==> config.mk <==
export PLATFORM = sky130hd
export DESIGN_NAME = pact_front
export DESIGN_NICKNAME = d
export VERILOG_FILES = /design/src/rtl/point_affine_transform_close_crop_top_macros.svh /design/src/rtl/pact_pkg.sv /design/src/rtl/pact_front.sv
export SDC_FILE = /design/constraint.sdc
export NUM_CORES = 1
export LEC_CHECK = 0
export ABC_AREA = 0
export BUFFER_PORTS_ARGS = -buffer_cell sky130_fd_sc_hd__buf_4
export CAP_MARGIN = 20
export CORE_MARGIN = 4
export CORE_UTILIZATION = 37
export CTS_CLUSTER_SIZE = 8
export DETAILED_ROUTE_END_ITERATION = 8
export HOLD_SLACK_MARGIN = 0.15
export PLACE_DENSITY = 0.84
export SLEW_MARGIN = 25
export SYNTH_ARGS = -nofsm -noshare
export SYNTH_HDL_FRONTEND = slang
export SYNTH_SLANG_ARGS = --single-unit
==> constraint.sdc <==
create_clock -name clk -period 9 [get_ports clk]
set_input_delay 1.8 -clock clk [delete_from_list [all_inputs] [get_ports clk]]
set_output_delay 1.8 -clock clk [all_outputs]
set_load 0.01 [all_outputs]
==> src/rtl/point_affine_transform_close_crop_top_macros.svh <==
// Assertion macros, clocked on clk and disabled while rst_n is low.
`ifndef POINT_AFFINE_TRANSFORM_CLOSE_CROP_TOP_MACROS_SVH
`define POINT_AFFINE_TRANSFORM_CLOSE_CROP_TOP_MACROS_SVH

// same-cycle implication
`define PACT_ASSERT_IMPL(lbl, ante, cons, msg) \
  lbl: assert property (@(posedge clk) disable iff (!rst_n) (ante) |-> (cons)) \
    else $error(msg);

// next-cycle implication
`define PACT_ASSERT_NEXT(lbl, ante, cons, msg) \
  lbl: assert property (@(posedge clk) disable iff (!rst_n) (ante) |=> (cons)) \
    else $error(msg);

`endif

==> src/rtl/pact_pkg.sv <==
package pact_pkg;

  localparam int CW        = 20;
  localparam int FRAC      = 14;
  localparam int COEF_W    = 16;
  localparam int PW        = COEF_W + CW;
  localparam int AW        = PW + 2;
  localparam int RW        = AW - FRAC;
  localparam int SQW       = 2 * CW + 1;
  localparam int RAD_W     = 40;
  localparam int LAT_W     = 19;
  localparam int CMPW      = (SQW > RAD_W) ? SQW : RAD_W;
  localparam int CFG_IDX_W = 3;
  localparam int CFG_W     = 64;

  localparam int MID_DEPTH = 4;
  localparam int MID_PTR_W = $clog2(MID_DEPTH);
  localparam int MID_CNT_W = $clog2(MID_DEPTH + 1);
  localparam int OUT_DEPTH = 8;
  localparam int OUT_PTR_W = $clog2(OUT_DEPTH);
  localparam int OUT_CNT_W = $clog2(OUT_DEPTH + 1);

  localparam logic [1:0] CLS_FINITE   = 2'd0;
  localparam logic [1:0] CLS_INFINITE = 2'd1;

  localparam logic [CFG_W-1:0] ROW_X_RST  = 64'h4000_0000_0000_0000;
  localparam logic [CFG_W-1:0] ROW_Y_RST  = 64'h0000_4000_0000_0000;
  localparam logic [CFG_W-1:0] ROW_Z_RST  = 64'h0000_0000_4000_0000;
  localparam logic [RAD_W-1:0] RADIUS_RST = 40'd7290000;
  localparam logic [LAT_W-1:0] LAT_RST    = 19'd1250;

  typedef enum logic [CFG_IDX_W-1:0] {
    REG_ROW_X,
    REG_ROW_Y,
    REG_ROW_Z,
    REG_XFORM_EN,
    REG_RADIUS_SQ,
    REG_LATERAL
  } cfg_reg_t;

  typedef struct packed {
    logic signed [CW-1:0] pt_x;
    logic signed [CW-1:0] pt_y;
    logic signed [CW-1:0] pt_z;
    logic [7:0]           pt_intensity;
    logic [6:0]           pt_ring;
    logic                 from_secondary;
    logic [1:0]           coord_class;
  } in_item_t;

  typedef struct packed {
    logic signed [CW-1:0] out_x;
    logic signed [CW-1:0] out_y;
    logic signed [CW-1:0] out_z;
    logic [7:0]           out_intensity;
    logic [6:0]           out_ring;
    logic                 out_infinite;
  } out_item_t;

  typedef struct packed {
    logic signed [CW-1:0] x;
    logic signed [CW-1:0] y;
    logic signed [CW-1:0] z;
    logic [7:0]           intensity;
    logic [6:0]           ring;
    logic                 xform;
    logic                 infinite;
  } mid_item_t;

  typedef struct packed {
    logic [2:0][CFG_W-1:0] rows;
    logic [RAD_W-1:0]      radius_sq;
    logic [LAT_W-1:0]      lateral;
  } cfg_t;

endpackage

==> src/rtl/pact_front.sv <==
module pact_front (
  input  logic                 clk,
  input  logic                 rst_n,
  input  logic                 push,
  output logic                 full,
  input  pact_pkg::in_item_t   in_data,
  input  logic                 xform_en,
  input  logic                 mid_full,
  output logic                 mid_push,
  output pact_pkg::mid_item_t  mid_item
);

  logic                vld_r, vld_nxt;
  pact_pkg::mid_item_t item_r, item_nxt;
  logic                accept, keep;

  assign full     = vld_r & mid_full;
  assign mid_push = vld_r & ~mid_full;
  assign mid_item = item_r;

  always_comb begin
    accept = push & ~full;
    // NaN and the unused class code give no result
    keep   = (in_data.coord_class == pact_pkg::CLS_FINITE) ||
             (in_data.coord_class == pact_pkg::CLS_INFINITE);
    item_nxt = item_r;
    vld_nxt  = vld_r & mid_full;
    if (accept) begin
      vld_nxt            = keep;
      item_nxt.x         = in_data.pt_x;
      item_nxt.y         = in_data.pt_y;
      item_nxt.z         = in_data.pt_z;
      item_nxt.intensity = in_data.pt_intensity;
      item_nxt.ring      = in_data.pt_ring;
      item_nxt.infinite  = (in_data.coord_class == pact_pkg::CLS_INFINITE);
      item_nxt.xform     = in_data.from_secondary & xform_en &
                           (in_data.coord_class == pact_pkg::CLS_FINITE);
    end
  end

  always_ff @(posedge clk) begin
    if (!rst_n) begin
      vld_r <= 1'b0;
    end else begin
      vld_r <= vld_nxt;
    end
    item_r <= item_nxt;
  end

endmodule

# Word level (Yosys, flattened, before mapping)
# Cells that the tools add are included.
[classes] n_eq_ne=1 n_mux=1 n_bitwise=7 reduce_logical=2
[op_table] operator="$and 1x1->1" count=5
[op_table] operator="$eq 2x1->1 const B" count=1
[op_table] operator="$logic_not 2->1" count=1
[op_table] operator="$not 1->1" count=2
[op_table] operator="$logic_or 1x1->1" count=1
[op_table] operator="$mux 1" count=1
[word_totals] ff_bits=78 inputBits=83 out_inout_bits=79 elab_cells=19

# Logic depth before layout (Yosys ltp)
# Gate-level depths: netlist (run 1).
[depth] depth_word=4 depth_mapped=2

# Worst setup path before layout (run 1)
# No wires, ideal clock.
[synth_timing] path_kind="input port to flip-flop" start="input port mid_full" end="register item_r (netlist bit mid_item[0]) (enable)" arrival_ns=5.386 slack_ns=3.092 stages=2 path_buffers=0 path_cell_list="and2_4 > nor2b_1"
[synth_between] elab_chain_cells=3
[synth_rtl] item="start, declared" line_no="pact_front.sv:8" source="input logic mid_full,"
[synth_rtl] item="$and 1x1->1" line_no="pact_front.sv:17" source="assign full = vld_r & mid_full;"
[synth_rtl] item="$not 1->1" line_no="pact_front.sv:22" source="accept = push & ~full;"
[synth_rtl] item="$and 1x1->1" line_no="pact_front.sv:22"
[synth_rtl] item="named net accept" line_no="pact_front.sv:15" source="logic accept, keep;"
[synth_rtl] item="end signal, assigned" line_no="pact_front.sv:47" source="item_r <= item_nxt;"
[synth_rtl] item="end, declared" line_no="pact_front.sv:14" source="pact_pkg::mid_item_t item_r, item_nxt;"
# The timed path passes the listed nets, and every way through them passes these cells.
# A chain may end at the register's enable or synchronous reset.

# Final worst setup path (run 1)
[layout_timing] start="input port mid_full" end="output port full"
[layout_between] elab_chain_cells=1
[layout_rtl] item="$and 1x1->1" line_no="pact_front.sv:17"
[layout_rtl] item="end, declared" line_no="pact_front.sv:5" source="output logic full,"
# No other way between the ends.

==> results of run 1 <==
-- worst max-delay path: cells and delay by family --
family / cells / cell delay (ns)
buf+inv: 2 / 0.25
simple gates: 1 / 0.16
-- through the flow --
| stage | std cells | hold slack [ns] | worst slack (ns) | instance area [um^2] | utilization [%] |
|---|---|---|---|---|---|
| after floorplan | 86 | 0.590 | 3.09 | 2380 | - |
| after global placement | 323 | 0.616 | 4.99 | 3700 | 60.7 |
| after detailed placement | 323 | 0.619 | 4.98 | 3700 | 60.7 |
| after CTS | 338 | 0.651 | 4.98 | 3880 | 63.6 |
| after global routing | 338 | 0.674 | 4.97 | 3880 | 63.6 |
| final | 338 | 0.648 | 4.98 | 3880 | 63.6 |
-- routing by layer --
layer / share of wire, % / global-route usage (%)
met5: 0 / 0
met4: 2.6 / 8.38
met3: 17 / 9.87
met2: 52 / 25.0
met1: 28 / 12.6
-- layout by cell type (no fill, tap or decap), drive strengths merged --
cell type	n
buf	162
edfxtp	77
clkbuf	9
nor2b	4
clkinv	4
nand2	1
nor3	1
and2	1
o21a	1
clkinvlp	1
bufinv	1
dfxtp	1
-- power groups by stage --
stage,Clock [mW],Sequential [mW],Combinational (mW)
floorplan,0,0.451,0.00725
global placement,0,0.437,0.0779
detailed placement,0,0.439,0.0806
CTS,0.242,0.431,0.0806
global route,0.262,0.432,0.0849
finish,0.234,0.430,0.0789
-- kinds of logic (layout without fill, tap and decap cells) --
logic type             count (synthesis)  after routing  synth area share (%)
flip-flops                            78             78                  97.9
AO/OA/AOI/OAI                          1              1                 0.315
AND/OR/NAND/NOR                        7              7                  1.79
buffers and inverters                  0            177                     0
-- registers in the layout, indices dropped and copies added, names as in the netlist --
name / cells
mid_item: 77
vld_r: 1
-- final cells by class --
| cell class | count | area, um^2 | share of cell area [%] |
|---|---|---|---|
| Clock buffer | 9 | 124 | 3.19 |
| Clock inverter | 6 | 53.8 | 1.39 |
| Multi-Input combinational cell | 8 | 57.6 | 1.48 |
| Sequential cell | 78 | 2330 | 60.1 |
| Tap cell | 75 | 93.8 | 2.42 |
| Timing Repair Buffer | 162 | 1220 | 31.4 |
-- path summary, 6_finish.rpt --
path	startpoint	end	slack [ns]	cells after the start
max	mid_full	full	4.98	3
min	vld_r	vld_r	0.65	2
max reg2reg	vld_r	mid_item[76]	7.30	3
min reg2reg	vld_r	vld_r	0.65	2
==> summary.txt, run 1 <==
Status
  – Status: finished clean

Timing
  – Slew HR: 37.7%
  – RSZ-0062 raised after global routing: false
  – Max Clock Skew: 0.00343 ns
  – Setup Viol. Count Final: 0
  – Slew @ Worst Pin: 0.935 ns
  – Tmin final: 4.02 ns
  – Crit share post-route: 44.6%
  – Final Slew Violations: 0
  – Final TNS setup: 0 ns
  – Max Freq: 0.249 GHz
  – Hold Fails Final Rpt: 0

Global routing
  – GRT Util Overall: 14.6%
  – First-pass GRT wire length: 7.96 mm
  – Largest net degree at the start of global routing: 78
  – Number of global-route vias before repair: 1557
  – Initial antenna violation count: 0
  – Grt ovf: 0

Final layout
  – Layout cells sized above 1: 66.9%
  – Nets: 342
  – Area Growth Syn to Fin: 62.8%
  – Diode count: 0
  – Filler instances: 452

Critical path
  – Crit-path max cell delay: 0.16 ns
  – Worst path cell trace: buf_4, and2_4, buf_4
  – Setup CP Type: input port to output pin
  – Critical Path Start Type: input port
  – Slowest cell on crit path: and2_4
  – Most used cell, CP: buf_4
  – Critical Path Sink Type: output pin
  – Worst EP arrival: 2.22 ns
  – CP max FO: 3
  – Req. time, crit path: 7.20 ns

Synthesis
  – Yosys warnings: 0
  – Post-Synthesis Cells: 86
  – Synth Flop Type: edfxtp_1
  – Area of the mapped netlist: 2380 um^2
  – Synth area leader: edfxtp_1
  – Synth area leaders: edfxtp_1 97%, nor2b_1 1.1%, dfxtp_1 0.84%
  – Avg Cell Area, Syn: 27.7 um^2
  – Sequential area share after synthesis: 97.9%
  – #FFs+latches synth: 78
  – Yosys cell types: 7
  – Synth top cells by count: 77 x edfxtp_1, 4 x nor2b_1
  – Post-synth net total: 169
  – Cell with the most instances after synthesis: edfxtp_1
  – Number of synthesized flops with an enable pin: 77
  – Post-synth top area share: 97.1%
  – Ys async rst share: 0%

Die
  – Rows: 28
  – Die height: 88.2 um
  – Die W: 88.2 um
  – Core area: 6100 um^2
  – Number of I/O pins: 162
  – Die Area: 7790 um^2
  – Initial Utilization: 39.1%

Pwr
  – Flop pwr share: 57.9%
  – VDD IR max: 118 uV
  – Cell Pwr Density: 192 nW/um^2
  – Leakage: 1.65 nW
  – Total Power: 0.743 mW
  – Sw frac: 20.0%
  – NetSw: 0.148 mW
  – Internal Power: 0.595 mW
  – Clock group share of total power: 31.4%
  – Gate power share: 10.6%

Run
  – # Max-Cap Violations: 0

Drt
  – Number of remaining DRC errors: 0
  – Vias: 1460
  – WL final: 5.60 mm
  – Drt initial violations: 58
  – Via-per-instance ratio: 4.32
  – Wirelength per Cell: 16.6 um
  – ANT nets after route: 0
  – 1st-pass router iterations: 4

Clock tree
  – H-tree levels: 3
  – Clock sinks: 78
  – TritonCTS Buffers: 9
  – Number of setup buffers added after CTS: 0
  – Reg clk slew, reported paths: 0.07 ns
  – Root Buffer: clkbuf_8
  – CTS tree: yes
  – Maximum buffer depth of the clock tree: 2
  – Hold_buf cts: 0
  – Clock Latency Late Sink: 0.33 ns
  – CTS resizes: 0

Placement
  – Dpl hpwl: 4.39 mm
  – I/O Buffers: 161
  – RePlAce Congestion: 0.747

Worst hold path
  – Path type of the worst min-delay path: flop to flop
No activity file was read; power rests on OpenSTA's default activity.
==> inputs of run 2 (changes only) <==
- PLACE_DENSITY: 0.84 -> 0.86
- clock period: 9 -> 3.5 ns (I/O delays scaled with it)
==> run 2 against run 1 <==
  * Critical path depth grew 1
  * Final cell count is the same
  * Non-clock buffer count is the same
  * Combinational power grew to 2.6 times the previous value
  * Register-to-register slack lost 5.5 ns
  * Power grew 150%
  * Critical endpoint is now mid_item[27]
  * Largest cell class unchanged
  * Utilization shrank 0.47 points
  * Clock power grew 130%
  * First-iteration DRC count shrank 36%
  * Wire length grew 5.9%
  * Setup slack lost 3.4 ns
==> summary.txt, run 2 (synthesis results as in run 1) <==
Global routing
  – Grt ovf: 0
  – Initial antenna violation count: 1
  – Number of global-route vias before repair: 1659
  – First-pass GRT wire length: 8.48 mm
  – Largest net degree at the start of global routing: 78
  – GRT Util Overall: 15.5%

Clock tree
  – CTS tree: yes
  – Hold_buf cts: 0
  – Root Buffer: clkbuf_8
  – TritonCTS Buffers: 9
  – Maximum buffer depth of the clock tree: 2
  – H-tree levels: 3
  – Clock Latency Late Sink: 0.33 ns
  – Clock sinks: 78
  – Reg clk slew, reported paths: 0.07 ns
  – Number of setup buffers added after CTS: 0
  – CTS resizes: 0

Critical path
  – Critical Path Sink Type: flop
  – Crit path max-delay family: buffers and inverters
  – Crit-path max cell delay: 0.70 ns
  – Worst path cell trace: buf_4, and2_4, nor2b_4, buf_4
  – Req. time, crit path: 3.45 ns
  – CP max FO: 77
  – Most used cell, CP: buf_4
  – Slowest cell on crit path: buf_4
  – Critical Path Start Type: input port
  – Buf+Inv Stages, Crit Path: 2
  – Worst EP arrival: 1.83 ns
  – Setup CP Type: input port to flop

Die
  – Core area: 6100 um^2
  – Die height: 88.2 um
  – Rows: 28
  – Initial Utilization: 39.1%
  – Die W: 88.2 um
  – Die Area: 7790 um^2
  – Number of I/O pins: 162

Timing
  – Slew @ Worst Pin: 0.930 ns
  – Tmin final: 1.88 ns
  – Hold Fails Final Rpt: 0
  – Max Clock Skew: 0.00302 ns
  – Hold_ws: 0.540 ns
  – Slew HR: 38.0%
  – Final TNS setup: 0 ns
  – Min setup slack post-route: 1.62 ns
  – Crit share post-route: 53.7%
  – Max Freq: 0.532 GHz
  – Setup Viol. Count Final: 0
  – Final Slew Violations: 0
  – RSZ-0062 raised after global routing: false

Final layout
  – Post-Layout Cell Count: 338
  – Fin area: 3850 um^2
  – Nets: 342
  – Max FFs per register: 77
  – Final design utilization: 63.1%
  – Area Growth Syn to Fin: 61.6%
  – Diode count: 0
  – Most common cell after layout, fill and taps aside: buf_4
  – Layout cells sized above 1: 66.5%
  – Most frequent cells in the layout: 162 x buf_4, 77 x edfxtp_1, 9 x clkbuf_8

Drt
  – Via-per-instance ratio: 4.43
  – 1st-pass router iterations: 4
  – Number of remaining DRC errors: 0
  – WL final: 5.93 mm
  – Wirelength per Cell: 17.5 um
  – Drt initial violations: 37
  – ANT nets after route: 0
  – Vias: 1499

Placement
  – Dpl hpwl: 4.60 mm
  – Placed insts: 323
  – RePlAce Congestion: 0.691
  – DP Area: 3700 um^2
  – Pre-CTS setup slack: 1.27 ns
  – I/O Buffers: 161

Pwr
  – VDD IR max: 285 uV
  – Total Power: 1.85 mW
  – Cell Pwr Density: 479 nW/um^2
  – Leakage: 1.64 nW

Worst hold path
  – Path type of the worst min-delay path: input port to flop

Run
  – # Max-Cap Violations: 0

Status
  – Status: finished clean
## run 2: cell types whose count changed in the layout (fill, tap and decap cells not counted)
cell and delta:
clkinv_1 -3, clkinvlp_4 -1, clkinv_2 +1, clkbuf_1 +4, bufinv_16 -1
## run 2: path summary, 6_finish.rpt
path                from            to  slack (ns)  cells after the start
max             mid_full  mid_item[27]        1.62                      4
min          in_data[15]  mid_item[14]        0.54                      1
max reg2reg        vld_r  mid_item[27]        1.80                      3
min reg2reg        vld_r         vld_r        0.66                      2
## run 2: metal layers
metal / vias to the layer above / GRT usage, % / routed length (um)
li1: 688 / - / -
met1: 697 / 15.5 / 1770
met2: 103 / 26.5 / 3180
met3: 9 / 8.01 / 893
met4: 2 / 7.42 / 74
met5: - / 0 / 11
## run 2: area by class of cell
class | instances | area, um^2
clock buffer | 13 | 139
clock inverter | 2 | 10.0
fill | 447 | 2250
multi-input combinational | 8 | 57.6
sequential | 78 | 2330
tap | 75 | 93.8
timing repair buffer | 162 | 1220
## run 2: worst register-to-register path, cell delays in order (launching register included)
cell     delay (ns)
dfxtp_1        0.32
and2_4         0.15
nor2b_4        0.09
buf_4          0.70
## run 2: where the power goes
group / total [mW] / switching (mW) / internal [mW]
logic: 0.204 / 0.0838 / 0.120
clock network: 0.534 / 0.281 / 0.252
registers: 1.11 / 0.0155 / 1.09
total: 1.85 / 0.380 / 1.46
==> inputs of run 3 (changes only) <==
- PLACE_DENSITY: 0.86 -> 0.84
- clock period: 3.5 -> 1.8 ns (I/O delays scaled with it)
==> run 3 against run 2 <==
  * Power is 120% higher
  * Critical path type is now flop to output pin
  * Utilization rose by 2.1 points
  * Die area unchanged
  * Largest power group unchanged
==> summary.txt, run 3 (synthesis results as in run 1) <==
Status
  – Status: finished clean

Clock tree
  – Number of setup buffers added after CTS: 0
  – Reg clk slew, reported paths: 0.08 ns
  – Clock sinks: 78
  – CTS tree: yes
  – H-tree levels: 3
  – Clock Latency Late Sink: 0.33 ns
  – Maximum buffer depth of the clock tree: 2
  – Root Buffer: clkbuf_8
  – TritonCTS Buffers: 9
  – CTS resizes: 0
  – Hold_buf cts: 0

Timing
  – Crit share post-route: 72.8%
  – Final Slew Violations: 0
  – Hold_ws: 0.193 ns
  – Setup Viol. Count Final: 0
  – Tmin final: 1.31 ns
  – Slew @ Worst Pin: 0.270 ns
  – Max Freq: 0.763 GHz
  – Slew HR: 82.0%
  – Max Clock Skew: 0.00547 ns
  – Hold Fails Final Rpt: 0
  – RSZ-0062 raised after global routing: false

Die
  – Die height: 88.2 um
  – Rows: 28
  – Die W: 88.2 um
  – Core area: 6100 um^2
  – Number of I/O pins: 162
  – Initial Utilization: 39.1%
  – Die Area: 7790 um^2

Critical path
  – Worst EP arrival: 0.95 ns
  – CP max FO: 3
  – Worst path cell trace: and2_4, buf_4
  – Critical Path Sink Type: output pin
  – Reg2Reg Depth: 3
  – Crit path max-delay family: flip-flops
  – Crit-path max cell delay: 0.34 ns
  – Critical Path Start Type: flop
  – Setup CP Type: flop to output pin
  – Req. time, crit path: 1.44 ns
  – Slowest cell on crit path: dfxtp_1
  – Buf+Inv Stages, Crit Path: 1
  – Path length in cells of the critical path: 2

Final layout
  – Nets: 343
  – Filler instances: 430
  – Max FFs per register: 77
  – Footprint of the multi-input gates: 57.6 um^2
  – Most frequent cells in the layout: 161 x buf_4, 77 x edfxtp_1, 9 x clkbuf_8
  – Diode count: 0
  – Layout cells sized above 1: 67.9%
  – Area Growth Syn to Fin: 66.9%
  – Post-Layout Cell Count: 340
  – Register Area: 2330 um^2
  – Most common cell after layout, fill and taps aside: buf_4

Pwr
  – VDD IR max: 653 uV
  – Leakage: 1.70 nW
  – Total Power: 4.10 mW
  – Cell Pwr Density: 1030 nW/um^2

Placement
  – RePlAce Congestion: 0.720
  – I/O Buffers: 161
  – Placed insts: 324

Global routing
  – Grt ovf: 0
  – First-pass GRT wire length: 8.26 mm
  – GRT Util Overall: 15.2%
  – Number of global-route vias before repair: 1581
  – Initial antenna violation count: 0
  – Largest net degree at the start of global routing: 39

Drt
  – Wirelength per Cell: 17.2 um
  – Number of remaining DRC errors: 0
  – WL final: 5.85 mm
  – Via-per-instance ratio: 4.33
  – 1st-pass router iterations: 4
  – Drt initial violations: 52
  – ANT nets after route: 0
  – Vias: 1472

Worst hold path
  – Worst Hold Path Cells: 1
  – Path type of the worst min-delay path: input port to flop

Run
  – # Max-Cap Violations: 0
[run 3: cell types whose count changed in the layout (fill, tap and decap cells not counted), sizes merged]
cell    delta
buf        +1
bufinv     +3
clkbuf     -4
inv        +2
[run 3: power breakdown]
part	switching, mW	internal (mW)	total, mW
sequential	0.0279	2.12	2.15
combinational	0.165	0.243	0.408
clock	0.617	0.928	1.55
[run 3: cell type report]
| class | count | share of cell area (%) |
|---|---|---|
| Clock buffer | 9 | 3.12 |
| Clock inverter | 7 | 3.02 |
| Multi-Input combinational cell | 8 | 1.45 |
| Sequential cell | 78 | 58.7 |
| Tap cell | 75 | 2.36 |
| Timing Repair Buffer | 163 | 31.4 |
[run 3: final timing paths]
check / startpoint / endpoint / slack [ns]
worst max-delay path: vld_r / full / 0.49
worst max register to register: vld_r / mid_item[49] / 0.50
worst min register to register: vld_r / vld_r / 0.64
worst min-delay path: in_data[63] / mid_item[62] / 0.19
[run 3: per-layer routing]
layer	vias to the layer above	share of wire, %	global-route usage (%)
li1	691	-	-
met1	675	29	13.8
met2	99	54	25.8
met3	7	16	11.0
met4	0	1.8	6.32
met5	-	0	0
[run 3: per-stage QoR]
stage,instance area [um^2],worst slack [ns],util (%),TNS [ns]
floorplan,2390,-0.298,-,-22.96
global placement,3730,0.334,61.2,0
detailed placement,3730,0.311,61.2,0
CTS,3980,0.481,65.2,0
global route,3980,0.450,65.2,0
finish,3980,0.490,65.2,0
