File: config.mk
export PLATFORM = sky130hd
export DESIGN_NAME = pact_queue
export DESIGN_NICKNAME = d
export VERILOG_FILES = /design/src/rtl/point_affine_transform_close_crop_top_macros.svh /design/src/rtl/pact_pkg.sv /design/src/rtl/pact_queue.sv
export SDC_FILE = /design/constraint.sdc
export NUM_CORES = 1
export LEC_CHECK = 0
export BUFFER_PORTS_ARGS = -buffer_cell sky130_fd_sc_hd__buf_2
export CAP_MARGIN = 20
export CELL_PAD_IN_SITES_DETAIL_PLACEMENT = 1
export CELL_PAD_IN_SITES_GLOBAL_PLACEMENT = 1
export CORE_ASPECT_RATIO = 1.4
export CORE_MARGIN = 3
export CORE_UTILIZATION = 30
export CTS_CLUSTER_SIZE = 20
export DETAILED_ROUTE_END_ITERATION = 12
export PLACE_DENSITY_LB_ADDON = 0.25
export SETUP_SLACK_MARGIN = 0.1
export SYNTH_ARGS = -nofsm -noshare
export SYNTH_HDL_FRONTEND = slang
export SYNTH_SLANG_ARGS = --single-unit
File: constraint.sdc
create_clock -name clk -period 5.6 [get_ports clk]
set_input_delay 0.28 -clock clk [delete_from_list [all_inputs] [get_ports clk]]
set_output_delay 0.28 -clock clk [all_outputs]
set_load 0.005 [all_outputs]
File: src/rtl/point_affine_transform_close_crop_top_macros.svh
// Assertion macros, clocked on clk and disabled while rst_n is low.
`ifndef POINT_AFFINE_TRANSFORM_CLOSE_CROP_TOP_MACROS_SVH
`define POINT_AFFINE_TRANSFORM_CLOSE_CROP_TOP_MACROS_SVH

// same-cycle implication
`define PACT_ASSERT_IMPL(lbl, ante, cons, msg) \
  lbl: assert property (@(posedge clk) disable iff (!rst_n) (ante) |-> (cons)) \
    else $error(msg);

// next-cycle implication
`define PACT_ASSERT_NEXT(lbl, ante, cons, msg) \
  lbl: assert property (@(posedge clk) disable iff (!rst_n) (ante) |=> (cons)) \
    else $error(msg);

`endif

File: src/rtl/pact_pkg.sv
package pact_pkg;

  localparam int CW        = 20;
  localparam int FRAC      = 14;
  localparam int COEF_W    = 16;
  localparam int PW        = COEF_W + CW;
  localparam int AW        = PW + 2;
  localparam int RW        = AW - FRAC;
  localparam int SQW       = 2 * CW + 1;
  localparam int RAD_W     = 40;
  localparam int LAT_W     = 19;
  localparam int CMPW      = (SQW > RAD_W) ? SQW : RAD_W;
  localparam int CFG_IDX_W = 3;
  localparam int CFG_W     = 64;

  localparam int MID_DEPTH = 4;
  localparam int MID_PTR_W = $clog2(MID_DEPTH);
  localparam int MID_CNT_W = $clog2(MID_DEPTH + 1);
  localparam int OUT_DEPTH = 8;
  localparam int OUT_PTR_W = $clog2(OUT_DEPTH);
  localparam int OUT_CNT_W = $clog2(OUT_DEPTH + 1);

  localparam logic [1:0] CLS_FINITE   = 2'd0;
  localparam logic [1:0] CLS_INFINITE = 2'd1;

  localparam logic [CFG_W-1:0] ROW_X_RST  = 64'h4000_0000_0000_0000;
  localparam logic [CFG_W-1:0] ROW_Y_RST  = 64'h0000_4000_0000_0000;
  localparam logic [CFG_W-1:0] ROW_Z_RST  = 64'h0000_0000_4000_0000;
  localparam logic [RAD_W-1:0] RADIUS_RST = 40'd7290000;
  localparam logic [LAT_W-1:0] LAT_RST    = 19'd1250;

  typedef enum logic [CFG_IDX_W-1:0] {
    REG_ROW_X,
    REG_ROW_Y,
    REG_ROW_Z,
    REG_XFORM_EN,
    REG_RADIUS_SQ,
    REG_LATERAL
  } cfg_reg_t;

  typedef struct packed {
    logic signed [CW-1:0] pt_x;
    logic signed [CW-1:0] pt_y;
    logic signed [CW-1:0] pt_z;
    logic [7:0]           pt_intensity;
    logic [6:0]           pt_ring;
    logic                 from_secondary;
    logic [1:0]           coord_class;
  } in_item_t;

  typedef struct packed {
    logic signed [CW-1:0] out_x;
    logic signed [CW-1:0] out_y;
    logic signed [CW-1:0] out_z;
    logic [7:0]           out_intensity;
    logic [6:0]           out_ring;
    logic                 out_infinite;
  } out_item_t;

  typedef struct packed {
    logic signed [CW-1:0] x;
    logic signed [CW-1:0] y;
    logic signed [CW-1:0] z;
    logic [7:0]           intensity;
    logic [6:0]           ring;
    logic                 xform;
    logic                 infinite;
  } mid_item_t;

  typedef struct packed {
    logic [2:0][CFG_W-1:0] rows;
    logic [RAD_W-1:0]      radius_sq;
    logic [LAT_W-1:0]      lateral;
  } cfg_t;

endpackage

File: src/rtl/pact_queue.sv
module pact_queue (
  input  logic                 clk,
  input  logic                 rst_n,
  input  logic                 wr_en,
  input  pact_pkg::mid_item_t  wr_item,
  output logic                 q_full,
  input  logic                 rd_en,
  output pact_pkg::mid_item_t  rd_item,
  output logic                 q_empty
);

  pact_pkg::mid_item_t             mem [pact_pkg::MID_DEPTH];
  logic [pact_pkg::MID_PTR_W-1:0]  wptr_r, rptr_r;
  logic [pact_pkg::MID_CNT_W-1:0]  cnt_r, cnt_nxt;
  logic                            wr, rd;

  assign q_full  = (cnt_r == pact_pkg::MID_CNT_W'(pact_pkg::MID_DEPTH));
  assign q_empty = (cnt_r == '0);
  assign rd_item = mem[rptr_r];
  assign wr      = wr_en & ~q_full;
  assign rd      = rd_en & ~q_empty;

  always_comb begin
    cnt_nxt = cnt_r;
    if (wr && !rd) begin
      cnt_nxt = cnt_r + 1'b1;
    end else if (rd && !wr) begin
      cnt_nxt = cnt_r - 1'b1;
    end
  end

  always_ff @(posedge clk) begin
    if (!rst_n) begin
      wptr_r <= '0;
      rptr_r <= '0;
      cnt_r  <= '0;
    end else begin
      if (wr) begin
        wptr_r <= wptr_r + 1'b1;
      end
      if (rd) begin
        rptr_r <= rptr_r + 1'b1;
      end
      cnt_r <= cnt_nxt;
    end
  end

  always_ff @(posedge clk) begin
    if (wr) begin
      mem[wptr_r] <= wr_item;
    end
  end

endmodule

Word-level counts from Yosys, hierarchy flattened

Memory sizes are Yosys's and may differ from the RTL's. A register that Yosys moved wholly into a read port is not among the register bits.
Index checks and enable logic that the tools add are counted.

RAM bits: 308
Memories: 1
Logic and storage cells: 25
Flip-flop bits (word level): 7
Input bits: 81

Memories:

| name | words | bits a word | read ports | clocked after Yosys merged registers in | write ports | RTL line         | text |
|---|---|---|---|---|---|---|---|
| mem  | 4     | 77          | 1          | 1                                       | 1           | pact_queue.sv:12 | `pact_pkg::mid_item_t mem [pact_pkg::MID_DEPTH];` |

$add $sub $neg: 4
Equal/unequal tests: 1
Reductions and logical operators: 6
Bitwise operators: 4
Mux-type cells: 6

Operator list:

| operator                                         | count |
|---|---|
| 2-to-1 mux 3 bit                                 | 2 |
| adder 2 x 1 -> 2 bit, second input constant      | 2 |
| 2-to-1 mux 2 bit                                 | 2 |
| adder 3 x 1 -> 3 bit, second input constant      | 1 |
| equality test 3 bit, second input constant       | 1 |
| logical NOT 3 bit                                | 1 |
| subtractor 3 x 1 -> 3 bit, second input constant | 1 |
| AND 1 bit                                        | 2 |
| logical AND 1 bit                                | 2 |
| logical NOT 1 bit                                | 2 |
| 2-to-1 mux 1 bit                                 | 2 |
| inverter 1 bit                                   | 2 |
| nonzero test 2 bit                               | 1 |

Logic depth before layout (Yosys ltp)

Gate-level depths: netlist of run 1.

Depth after elaboration: 7
Depth in mapped cells: 9
Depth with buffers taken out: 8

Worst setup path before layout of run 1

No wires, ideal clock.

Path type: register to register
From: reg cnt_r[0] in the netlist's numbering
To: mem mem[0][0] in the netlist's numbering, enable pin
Path buffers: 1
Setup slack: 2,456 ps
Data required time: 5,156 ps
Period minus slack after synthesis: 3,144 ps
Cell stages (with the launch flop): 5
Data arrival time: 2,700 ps
Cells stage by stage: dfxtp_1 > nor3b_1 > nor2b_1 > clkbuf_1 > and2_1

Cells in the longest elaborated chain, start to end: 5

RTL lines:

| what                                   | RTL line         | text |
|---|---|---|
| from (decl)                            | pact_queue.sv:14 | `logic [pact_pkg::MID_CNT_W-1:0] cnt_r, cnt_nxt;` |
| from (signal assigned)                 | pact_queue.sv:44 | `cnt_r <= cnt_nxt;` |
| equality test 3 bit                    | pact_queue.sv:17 | `assign q_full = (cnt_r == pact_pkg::MID_CNT_W'(pact_pkg::MID_DEPTH));` |
| net q_full                             | pact_queue.sv:6  | `output logic q_full,` |
| inverter 1 bit                         | pact_queue.sv:20 | `assign wr = wr_en & ~q_full;` |
| AND 1 bit                              | pact_queue.sv:20 |  |
| net wr                                 | pact_queue.sv:15 | `logic wr, rd;` |
| 2-to-1 mux 1 bit                       | pact_queue.sv:49 | `if (wr) begin` |
| 2-to-1 mux 1 bit (implied by the code) | pact_queue.sv:50 | `mem[wptr_r] <= wr_item;` |
| to (decl)                              | pact_queue.sv:12 |  |

The timed path passes the listed nets, and every way through them passes these cells.

==> flow_summary_export.csv, run 1 <==
group,metric,value,unit
outcome,status,"complete, no violations",
finish,nNetsFinal,794,
placed_design,hpwl,14400,um
sta,hold_slack,32.8,ps
synthesis,syn_avg_cell_area,25.8,um2
placed_design,port_buffers,159,
sta,timing.fmax,322,MHz
global_routing,antenna_found_initial,0,
sta,fin_skew,16.3,ps
sta,setup_viol,0,
clocking,clkTransAtPathRegs,60,ps
placed_design,dp.cells,1113,
run,cap_violations,0,
global_routing,gr-total-overflow,0,
power,p_total,6670,uW
die,die_x,172,um
critical_path,reg2reg_slack,2850,ps
clocking,cts_tree,"done",
clocking,cts_resized,0,
die,row_count,84,
finish,drive_gt1_frac,0.411,
critical_path,required,5320,ps
sta,finalCritPeriodShare,0.554,
die,initial_core_util,0.306,
power,power.leakage,0.00499,uW
sta,rsz0062_at_grt,"no",
routing,ant_nets,0,
sta,finalHoldViolCount,0,
synthesis,synthFlopType,"edfxtp_1",
die,die-height,239,um
finish,num-fill-cells,3627,
routing,first_pass_iters,4,
power,switchingPower,1620,uW
clocking,clk_path_buf_depth,3,
routing,drc,0,
power,p_int,5050,uW
die,pin_count,160,
global_routing,grt_max_degree,43,
clocking,clk_latency,500,ps
routing,viasPerCell,4.41,
critical_path,start_kind,"register",
clocking,cts_buffers,34,
synthesis,synth_fp_nets,538,
power,p_clk_frac,0.351,
critical_path,cp_max_fo,36,
sta,tns,0,ps
synthesis,ys_seq_area_frac,0.812,
hold_path,worstHoldPathType,"input port to register",
clocking,clock-sinks,317,
routing,drt-initial-drc-count,257,
placed_design,routabilityCongestion,0.691,
finish,fin_util,0.392,
clocking,htreeDepth,2,
power,max-vdd-ir-drop,208,uV
synthesis,synth-edff-count,308,
clocking,root_buffer,"clkbuf_16",
critical_path,path_class,"register to primary output",
synthesis,yosysUniqueCellTypes,24,
routing,wl_per_cell,19.6,um
power,combPwrFrac,0.193,
finish,multi_input_area,2020,um2
synthesis,synth_seq_cells,317,
die,dieArea,41200,um2
power,p_seq_frac,0.456,
sta,period_minus_slack,3100,ps
synthesis,netlist_instances,451,
synthesis,yosysWarningCount,0,
critical_path,crit_path_end_kind,"primary output",
clocking,postCtsSetupBuffers,0,
power,p_sw_frac,0.242,
global_routing,grtUsageTotal,0.119,
critical_path,worst_ep_arrival_time,2820,ps
routing,wirelength,24500,um
sta,worstMarginPinSlew,797,ps
finish,stdcell_count,1246,
synthesis,syn_area,11600,um2
finish,regArea,9440,um2
global_routing,grt_pass1_vias,6262,
synthesis,synthArstFlopShare,0,
power,power.density,448,nW/um2
routing,vias,5501,
global_routing,grt_pass1_wl,37000,um
sta,max_slew_margin,0.469,
die,coreArea,37900,um2
sta,slew_violations,0,
finish,area_growth,28.1,%
finish,insertedDiodeCount,0,
[per-layer routing]
metal	up-vias	wire length, um	part of all wire	track usage
met5	-	0	0	0
met4	0	430	0.018	0.0373
met3	27	1010	0.041	0.0227
met2	121	13200	0.54	0.218
met1	2920	9790	0.40	0.141
li1	2433	-	-	-
[power by group through the flow]
stage          clock network, uW  logic, uW  registers [uW]
2_1_floorplan                  0        898            2990
3_3_place_gp                   0       1280            3080
3_5_place_dp                   0       1290            3100
4_1_cts                     2420       1340            3050
5_1_grt                     2500       1410            3080
6_report                    2340       1290            3040
[cell usage after synthesis, drive strengths merged, types with 2 or more instances]
library cell	n	share of area
dfxtp	9	0.016
ha	5	0.0054
mux4	77	0.15
edfxtp	308	0.80
nand2	4	0.0013
mux2i	3	0.0026
inv	3	0.00097
buf	14	0.013
nor2b	2	0.0011
clkbuf	6	0.0019
xnor2	3	0.0023
and2	8	0.0043
[final timing paths]
path,cells after the start,to,from
min reg2reg,2,wptr_r[1],wptr_r[1]
max reg2reg,4,mem[1][61],cnt_r[0]
max,3,rd_item[34],register
min,1,mem[0][46],wr_item[46]
[flip-flops by register name, summed over array words and instances, names as in the netlist, named ones only]
register	cells
cnt_r	3
rptr_r	2
mem	308
wptr_r	2
[cell type report]
class                   count  share of cell area
flip-flops and latches    317               0.634
multi-input cells         111               0.136
repair buffers            240               0.107
clock buffers              39              0.0627
well taps                 516              0.0434
clock inverters            20              0.0168
inverters                   3            0.000757
[critical path: stages (launching register included)]
cell and delay [ps]:
dfxtp_4 860, buf_4 660, mux4_2 620, buf_2 150
[cell usage in the layout (no fill, tap or decap), types with 4 or more instances in the layout]
cell	Yosys	final
edfxtp_1	308	308
buf_2	5	159
mux4_2	77	77
dlygate4sd3_1	0	74
clkbuf_16	0	37
dfxtp_1	9	7
buf_4	4	7
clkinv_1	0	6
bufinv_16	0	6
clkinv_2	0	6
ha_1	5	5
and2_4	0	4
and2_1	8	4
nand2_1	4	4
[logic make-up (layout without fill, tap and decap cells)]
kind of cell    Yosys count  in the layout  share of synthesized area
simple gates             17             17                    0.00829
buf+inv                  23            302                     0.0155
xor+xnor                  4              4                    0.00302
compound gates            4              4                    0.00248
flops                   317            317                      0.812
fa+ha+maj                 6              6                    0.00711
mux                      80             80                      0.152
[per-stage QoR]
| stage | area (um2) | setup WS [ps] |
|---|---|---|
| floorplan | 11600 | 2460 |
| global placement | 13000 | 2880 |
| detailed placement | 13000 | 2770 |
| CTS | 14900 | 2330 |
| global route | 14900 | 2200 |
| finish | 14900 | 2500 |
[repair_timing]
item | in CTS | in global routing
endpoints found under the hold margin | 296 | 0
hold buffers | 74 | 0
endpoints found under the setup margin | 0 | 0
Power figures use the tool's default switching activity.
==> run 2, diff against run 1 <==
- ABC_AREA: not set -> 1
- clock period: 5.6 -> 3.1 ns (I/O delays scaled with it)
==> flow_summary_export.csv, run 2 <==
group,metric,value,unit
outcome,status,"complete, no violations",
synthesis,synth_commonest_cells,"edfxtp_1 (308), nor2_1 (168), o21ai_0 (150), o22ai_1 (76), inv_1 (16)",
synthesis,synth.most_common_cell,"edfxtp_1",
clocking,clkTransAtPathRegs,60,ps
die,pin_count,160,
power,power.leakage,0.00529,uW
synthesis,yosysUniqueCellTypes,24,
finish,design_area,15100,um2
global_routing,antenna_found_initial,3,
die,die_x,174,um
die,coreArea,38800,um2
die,die-height,242,um
sta,finalHoldViolCount,0,
synthesis,syn_area,11900,um2
synthesis,synth_top_area_share,0.777,
sta,fin_skew,12.8,ps
critical_path,critPathBufInv,3,
power,max-vdd-ir-drop,573,uV
finish,final_cell_mix,"edfxtp_1 (308), nor2_1 (164), buf_2 (159)",
synthesis,synthFlopType,"edfxtp_1",
critical_path,critical_path.cell_chain,"inv_6 -> buf_4 -> o21ai_0 -> o22ai_1 -> buf_2",
synthesis,netlist_instances,814,
clocking,postCtsSetupBuffers,0,
finish,insertedDiodeCount,0,
sta,rsz0062_at_grt,"no",
power,power.density,782,nW/um2
hold_path,worstHoldPathType,"input port to register",
placed_design,routabilityCongestion,0.705,
run,cap_violations,0,
routing,drt-initial-drc-count,341,
routing,wl_met3,1140,um
die,dieArea,42100,um2
sta,setup_viol,0,
die,row_count,85,
critical_path,slowest_delay,480,ps
global_routing,grt_pass1_vias,8231,
placed_design,port_buffers,159,
synthesis,syn_avg_cell_area,14.6,um2
sta,slew_violations,0,
critical_path,cp_max_fo,88,
clocking,cts_tree,"done",
routing,first_pass_iters,4,
die,initial_core_util,0.307,
sta,worstMarginPinSlew,713,ps
placed_design,hpwl,16800,um
global_routing,grt_pass1_wl,46000,um
critical_path,path_class,"register to primary output",
hold_path,hp-start,"wr_item[37]",
global_routing,grtUsageTotal,0.139,
synthesis,synthArstFlopShare,0,
clocking,htreeDepth,2,
routing,ant_nets,0,
clocking,clk_latency,510,ps
critical_path,critPathSlowestCell,"inv_6",
critical_path,reg2reg_slack,910,ps
critical_path,required,2940,ps
routing,highest_layer,"met5",
sta,finalCritPeriodShare,0.784,
clocking,clk_path_buf_depth,3,
placed_design,placed_cell_area,13200,um2
finish,nNetsFinal,1144,
routing,wl_per_cell,18.4,um
critical_path,reg2reg_from,"cnt_r[1]",
finish,final_common_cell,"edfxtp_1",
sta,max_slew_margin,0.525,
routing,drc,0,
clocking,root_buffer,"clkbuf_16",
synthesis,synth_area_leaders,"edfxtp_1 (78%), o21ai_0 (6.3%), nor2_1 (5.3%), o22ai_1 (4.0%), dfxtp_1 (1.5%)",
routing,wirelength,29500,um
finish,reg_top3,"mem: 308 flops, cnt_r: 3 flops",
critical_path,start_kind,"register",
sta,period_minus_slack,2430,ps
finish,regMostFlops,"mem",
sta,fin_ws,670,ps
routing,vias,7504,
finish,area_growth,26.9,%
synthesis,synth_fp_nets,901,
clocking,cts_buffers,34,
synthesis,yosysWarningCount,0,
critical_path,cp_top_family,"buffers and inverters",
global_routing,grt_max_degree,155,
synthesis,yosysTopAreaCell,"edfxtp_1",
routing,viasPerCell,4.68,
clocking,clock-sinks,317,
finish,num-fill-cells,4064,
critical_path,worst_ep_arrival_time,2280,ps
routing,wl_met1,12000,um
finish,largest_reg_flops,308,
synthesis,ys_seq_area_frac,0.792,
placed_design,pre_cts_slack,911,ps
sta,timing.fmax,411,MHz
synthesis,synth_seq_cells,317,
routing,wl_met2,15600,um
global_routing,gr-total-overflow,0,
finish,drive_gt1_frac,0.212,
critical_path,crit_path_end_kind,"primary output",
synthesis,synth-edff-count,308,
-- run 2: cell types whose count changed in the layout (fill, tap and decap cells not counted), moves of 6 or more --
cell | previous run | this run
nor2_1 | 0 | 164
clkbuf_1 | 2 | 11
nand2_1 | 4 | 15
inv_1 | 3 | 16
buf_4 | 7 | 13
o21ai_0 | 1 | 150
mux4_2 | 77 | 0
dlygate4sd3_1 | 74 | 80
o22ai_1 | 0 | 76
-- run 2: timing repair --
item                       CTS  global route
hold buffers                80             0
setup endpoints to repair    0             0
gates resized for setup      0             0
hold endpoints to repair   315             0
-- run 2: layer usage --
| metal | track usage | up-vias |
|---|---|---|
| met2 | 0.258 | 143 |
| met1 | 0.158 | 3777 |
| met3 | 0.0268 | 49 |
| met4 | 0.0471 | 6 |
| li1 | - | 3529 |
| met5 | 0 | - |
-- run 2: kinds of logic after synthesis --
| logic type | share of synthesized area |
|---|---|
| simple gates | 0.0600 |
| compound gates | 0.107 |
| xor+xnor | 0.000736 |
| fa+ha+maj | 0.00694 |
| flops | 0.792 |
| buf+inv | 0.0328 |
-- run 2: stage by stage --
step	hold WS, ps	power, uW	cells	util	TNS, ps
5_1_grt	393	12500	1604	0.389	0
4_1_cts	363	12100	1604	0.389	0
3_5_place_dp	373	8090	1463	0.341	0
6_report	399	11800	1604	0.389	0
2_1_floorplan	254	6920	814	-	-11410
3_3_place_gp	372	8040	1463	0.341	0
-- run 2: report_power, final --
group | internal [uW] | switching, uW
combinational | 939 | 1720
sequential | 5210 | 112
clock | 2270 | 1570
-- run 2: worst reg2reg max path, stage by stage (launching register included) --
cell	delay (ps)
dfxtp_1	340
nor2_1	140
nand2_1	130
nand2_1	340
inv_1	150
ha_1	240
inv_1	90
fa_1	410
o21ai_0	190
nor2_1	60
-- run 2: area by class of cell --
| cell class | count | area [um2] | share of cell area |
|---|---|---|---|
| Clock inverter | 13 | 92.6 | 0.00613 |
| Multi-Input combinational cell | 430 | 2110 | 0.140 |
| Tap cell | 522 | 653 | 0.0432 |
| Timing Repair Buffer | 256 | 1770 | 0.117 |
| Sequential cell | 317 | 9430 | 0.624 |
| Clock buffer | 48 | 967 | 0.0640 |
| Inverter | 18 | 72.6 | 0.00480 |
-- run 2: final timing paths --
| kind | endpoint | cells past startpoint |
|---|---|---|
| worst max register to register | cnt_r[1] | 9 |
| worst min register to register | rptr_r[0] | 2 |
| worst max-delay path | rd_item[38] | 5 |
| worst min-delay path | mem[2][37] | 2 |
==> run 3, diff against run 2 <==
- ABC_AREA: 1 -> 0
- clock period: 3.1 -> 2.1 ns (I/O delays scaled with it)
==> flow_summary_export.csv, run 3 (synthesis gave the netlist of run 1 again) <==
group,metric,value,unit
placed_design,placed_cell_area,13200,um2
routing,ant_nets,0,
critical_path,worst_ep_arrival_time,1990,ps
placed_design,port_buffers,159,
finish,regMostFlops,"mem",
finish,fin_util,0.412,
finish,final_common_cell,"edfxtp_1",
finish,area_growth,34.7,%
global_routing,antenna_found_initial,1,
critical_path,critical_path.cell_chain,"buf_12 -> buf_12 -> buf_16 -> mux4_2 -> buf_2",
sta,fin_skew,16.0,ps
finish,reg_top3,"mem: 308 flops, cnt_r: 3 flops",
sta,finalCritPeriodShare,0.997,
die,pin_count,160,
power,power.density,1210,nW/um2
finish,final_cell_mix,"edfxtp_1 (308), buf_2 (137), dlygate4sd3_1 (78)",
critical_path,path_class,"register to primary output",
die,die-height,239,um
critical_path,cpMostUsedCell,"buf_12",
hold_path,hp-start,"rd_en",
clocking,clock-sinks,317,
global_routing,grt_pass1_vias,6506,
power,power.leakage,0.00529,uW
power,max-vdd-ir-drop,603,uV
sta,slew_violations,0,
clocking,htreeDepth,1,
clocking,cts_tree,"done",
critical_path,worstReg2RegEnd,"cnt_r[2]",
global_routing,grt_max_degree,56,
run,cap_violations,0,
routing,vias,5686,
placed_design,routabilityCongestion,0.656,
global_routing,grt_pass1_wl,38800,um
finish,drive_gt1_frac,0.451,
sta,worstMarginPinSlew,619,ps
global_routing,grtUsageTotal,0.125,
hold_path,worstHoldPathType,"input port to register",
critical_path,reg2reg_from,"cnt_r[2]",
clocking,clk_path_buf_depth,3,
sta,tns,0,ps
critical_path,critPathSlowestCell,"mux4_2",
sta,setup_viol,0,
clocking,clkTransAtPathRegs,60,ps
clocking,root_buffer,"clkbuf_16",
sta,rsz0062_at_grt,"yes",
die,dieArea,41200,um2
critical_path,rr_worst_depth,8,
critical_path,start_kind,"register",
placed_design,hpwl,15300,um
finish,nNetsFinal,833,
critical_path,crit_path_end_kind,"primary output",
routing,viasPerCell,4.42,
global_routing,gr-total-overflow,0,
finish,design_area,15600,um2
routing,wl_per_cell,20.2,um
power,p_total,18900,uW
hold_path,worstHoldPathCells,4,
routing,drt-initial-drc-count,341,
critical_path,cp_max_fo,6,
sta,max_slew_margin,0.582,
finish,insertedDiodeCount,0,
critical_path,reg2reg_slack,180,ps
sta,finalHoldViolCount,0,
finish,largest_reg_flops,308,
routing,first_pass_iters,4,
die,initial_core_util,0.306,
sta,period_minus_slack,2090,ps
die,row_count,84,
die,die_x,172,um
die,coreArea,37900,um2
clocking,clk_latency,570,ps
outcome,status,"complete, no violations",
critical_path,slowest_delay,520,ps
clocking,cts_buffers,31,
routing,wirelength,26000,um
critical_path,required,2000,ps
sta,timing.fmax,478,MHz
routing,drc,0,
## run 3: changes by cell type in the layout (fill, tap and decap cells not counted), sizes merged, moves of 7 or more
cell	previous run	this run
o21ai	155	1
clkbuf	48	36
nand2	15	4
nor2	168	0
and2	0	8
bufinv	1	8
buf	176	202
o22ai	77	0
inv	19	4
mux4	0	77
## run 3: report_power, final
| group | internal (uW) | leakage (uW) | switching, uW |
|---|---|---|---|
| sequential | 7690 | 0.00290 | 221 |
| combinational | 2860 | 0.00187 | 2080 |
| clock | 3690 | 0.000526 | 2320 |
| total | 14200 | 0.00529 | 4630 |
## run 3: what timing repair did
item | in CTS | in global routing
resized for setup | 36 | 14
endpoints found under the setup margin | 78 | 158
cloned | 4 | 2
hold buffers | 78 | 0
pin swaps | 2 | 3
endpoints found under the hold margin | 317 | 0
buffers inserted | 16 | 6
## run 3: final cells by class
class	count	area (um2)
repair buffers	282	2370
fillers	3592	22300
clock inverters	23	333
inverters	3	11.3
clock buffers	34	787
multi-input cells	111	2050
well taps	516	646
flip-flops and latches	317	9450
## run 3: worst max path at each step
| stage | endpoint |
|---|---|
| after floorplan | mem[0][0] |
| after global placement | cnt_r[2] |
| after detailed placement | cnt_r[2] |
| after CTS | rd_item[48] |
| after global routing | rd_item[33] |
| final | rd_item[33] |
## run 3: routing by layer
layer  track usage  wire, um  up-vias
met5             0        13        -
met4        0.0382       522        2
met3        0.0182       953       36
met2         0.230     14100      131
met1         0.151     10400     2990
li1              -         -     2527
## run 3: critical path: cells and delay by family (launching register included)
kind | cells | cell delay (ps)
buffers and inverters | 4 | 510
muxes | 1 | 520
DFF | 1 | 380
## run 3: metrics by stage
step / instances / worst slack (ps) / hold WS [ps]
finish: 1286 / 6.58 / 125
floorplan: 451 / -72.2 / 204
CTS: 1278 / -51.7 / 48.1
global placement: 1123 / 52.3 / 313
detailed placement: 1123 / -53.1 / 323
global route: 1286 / -69.0 / 143
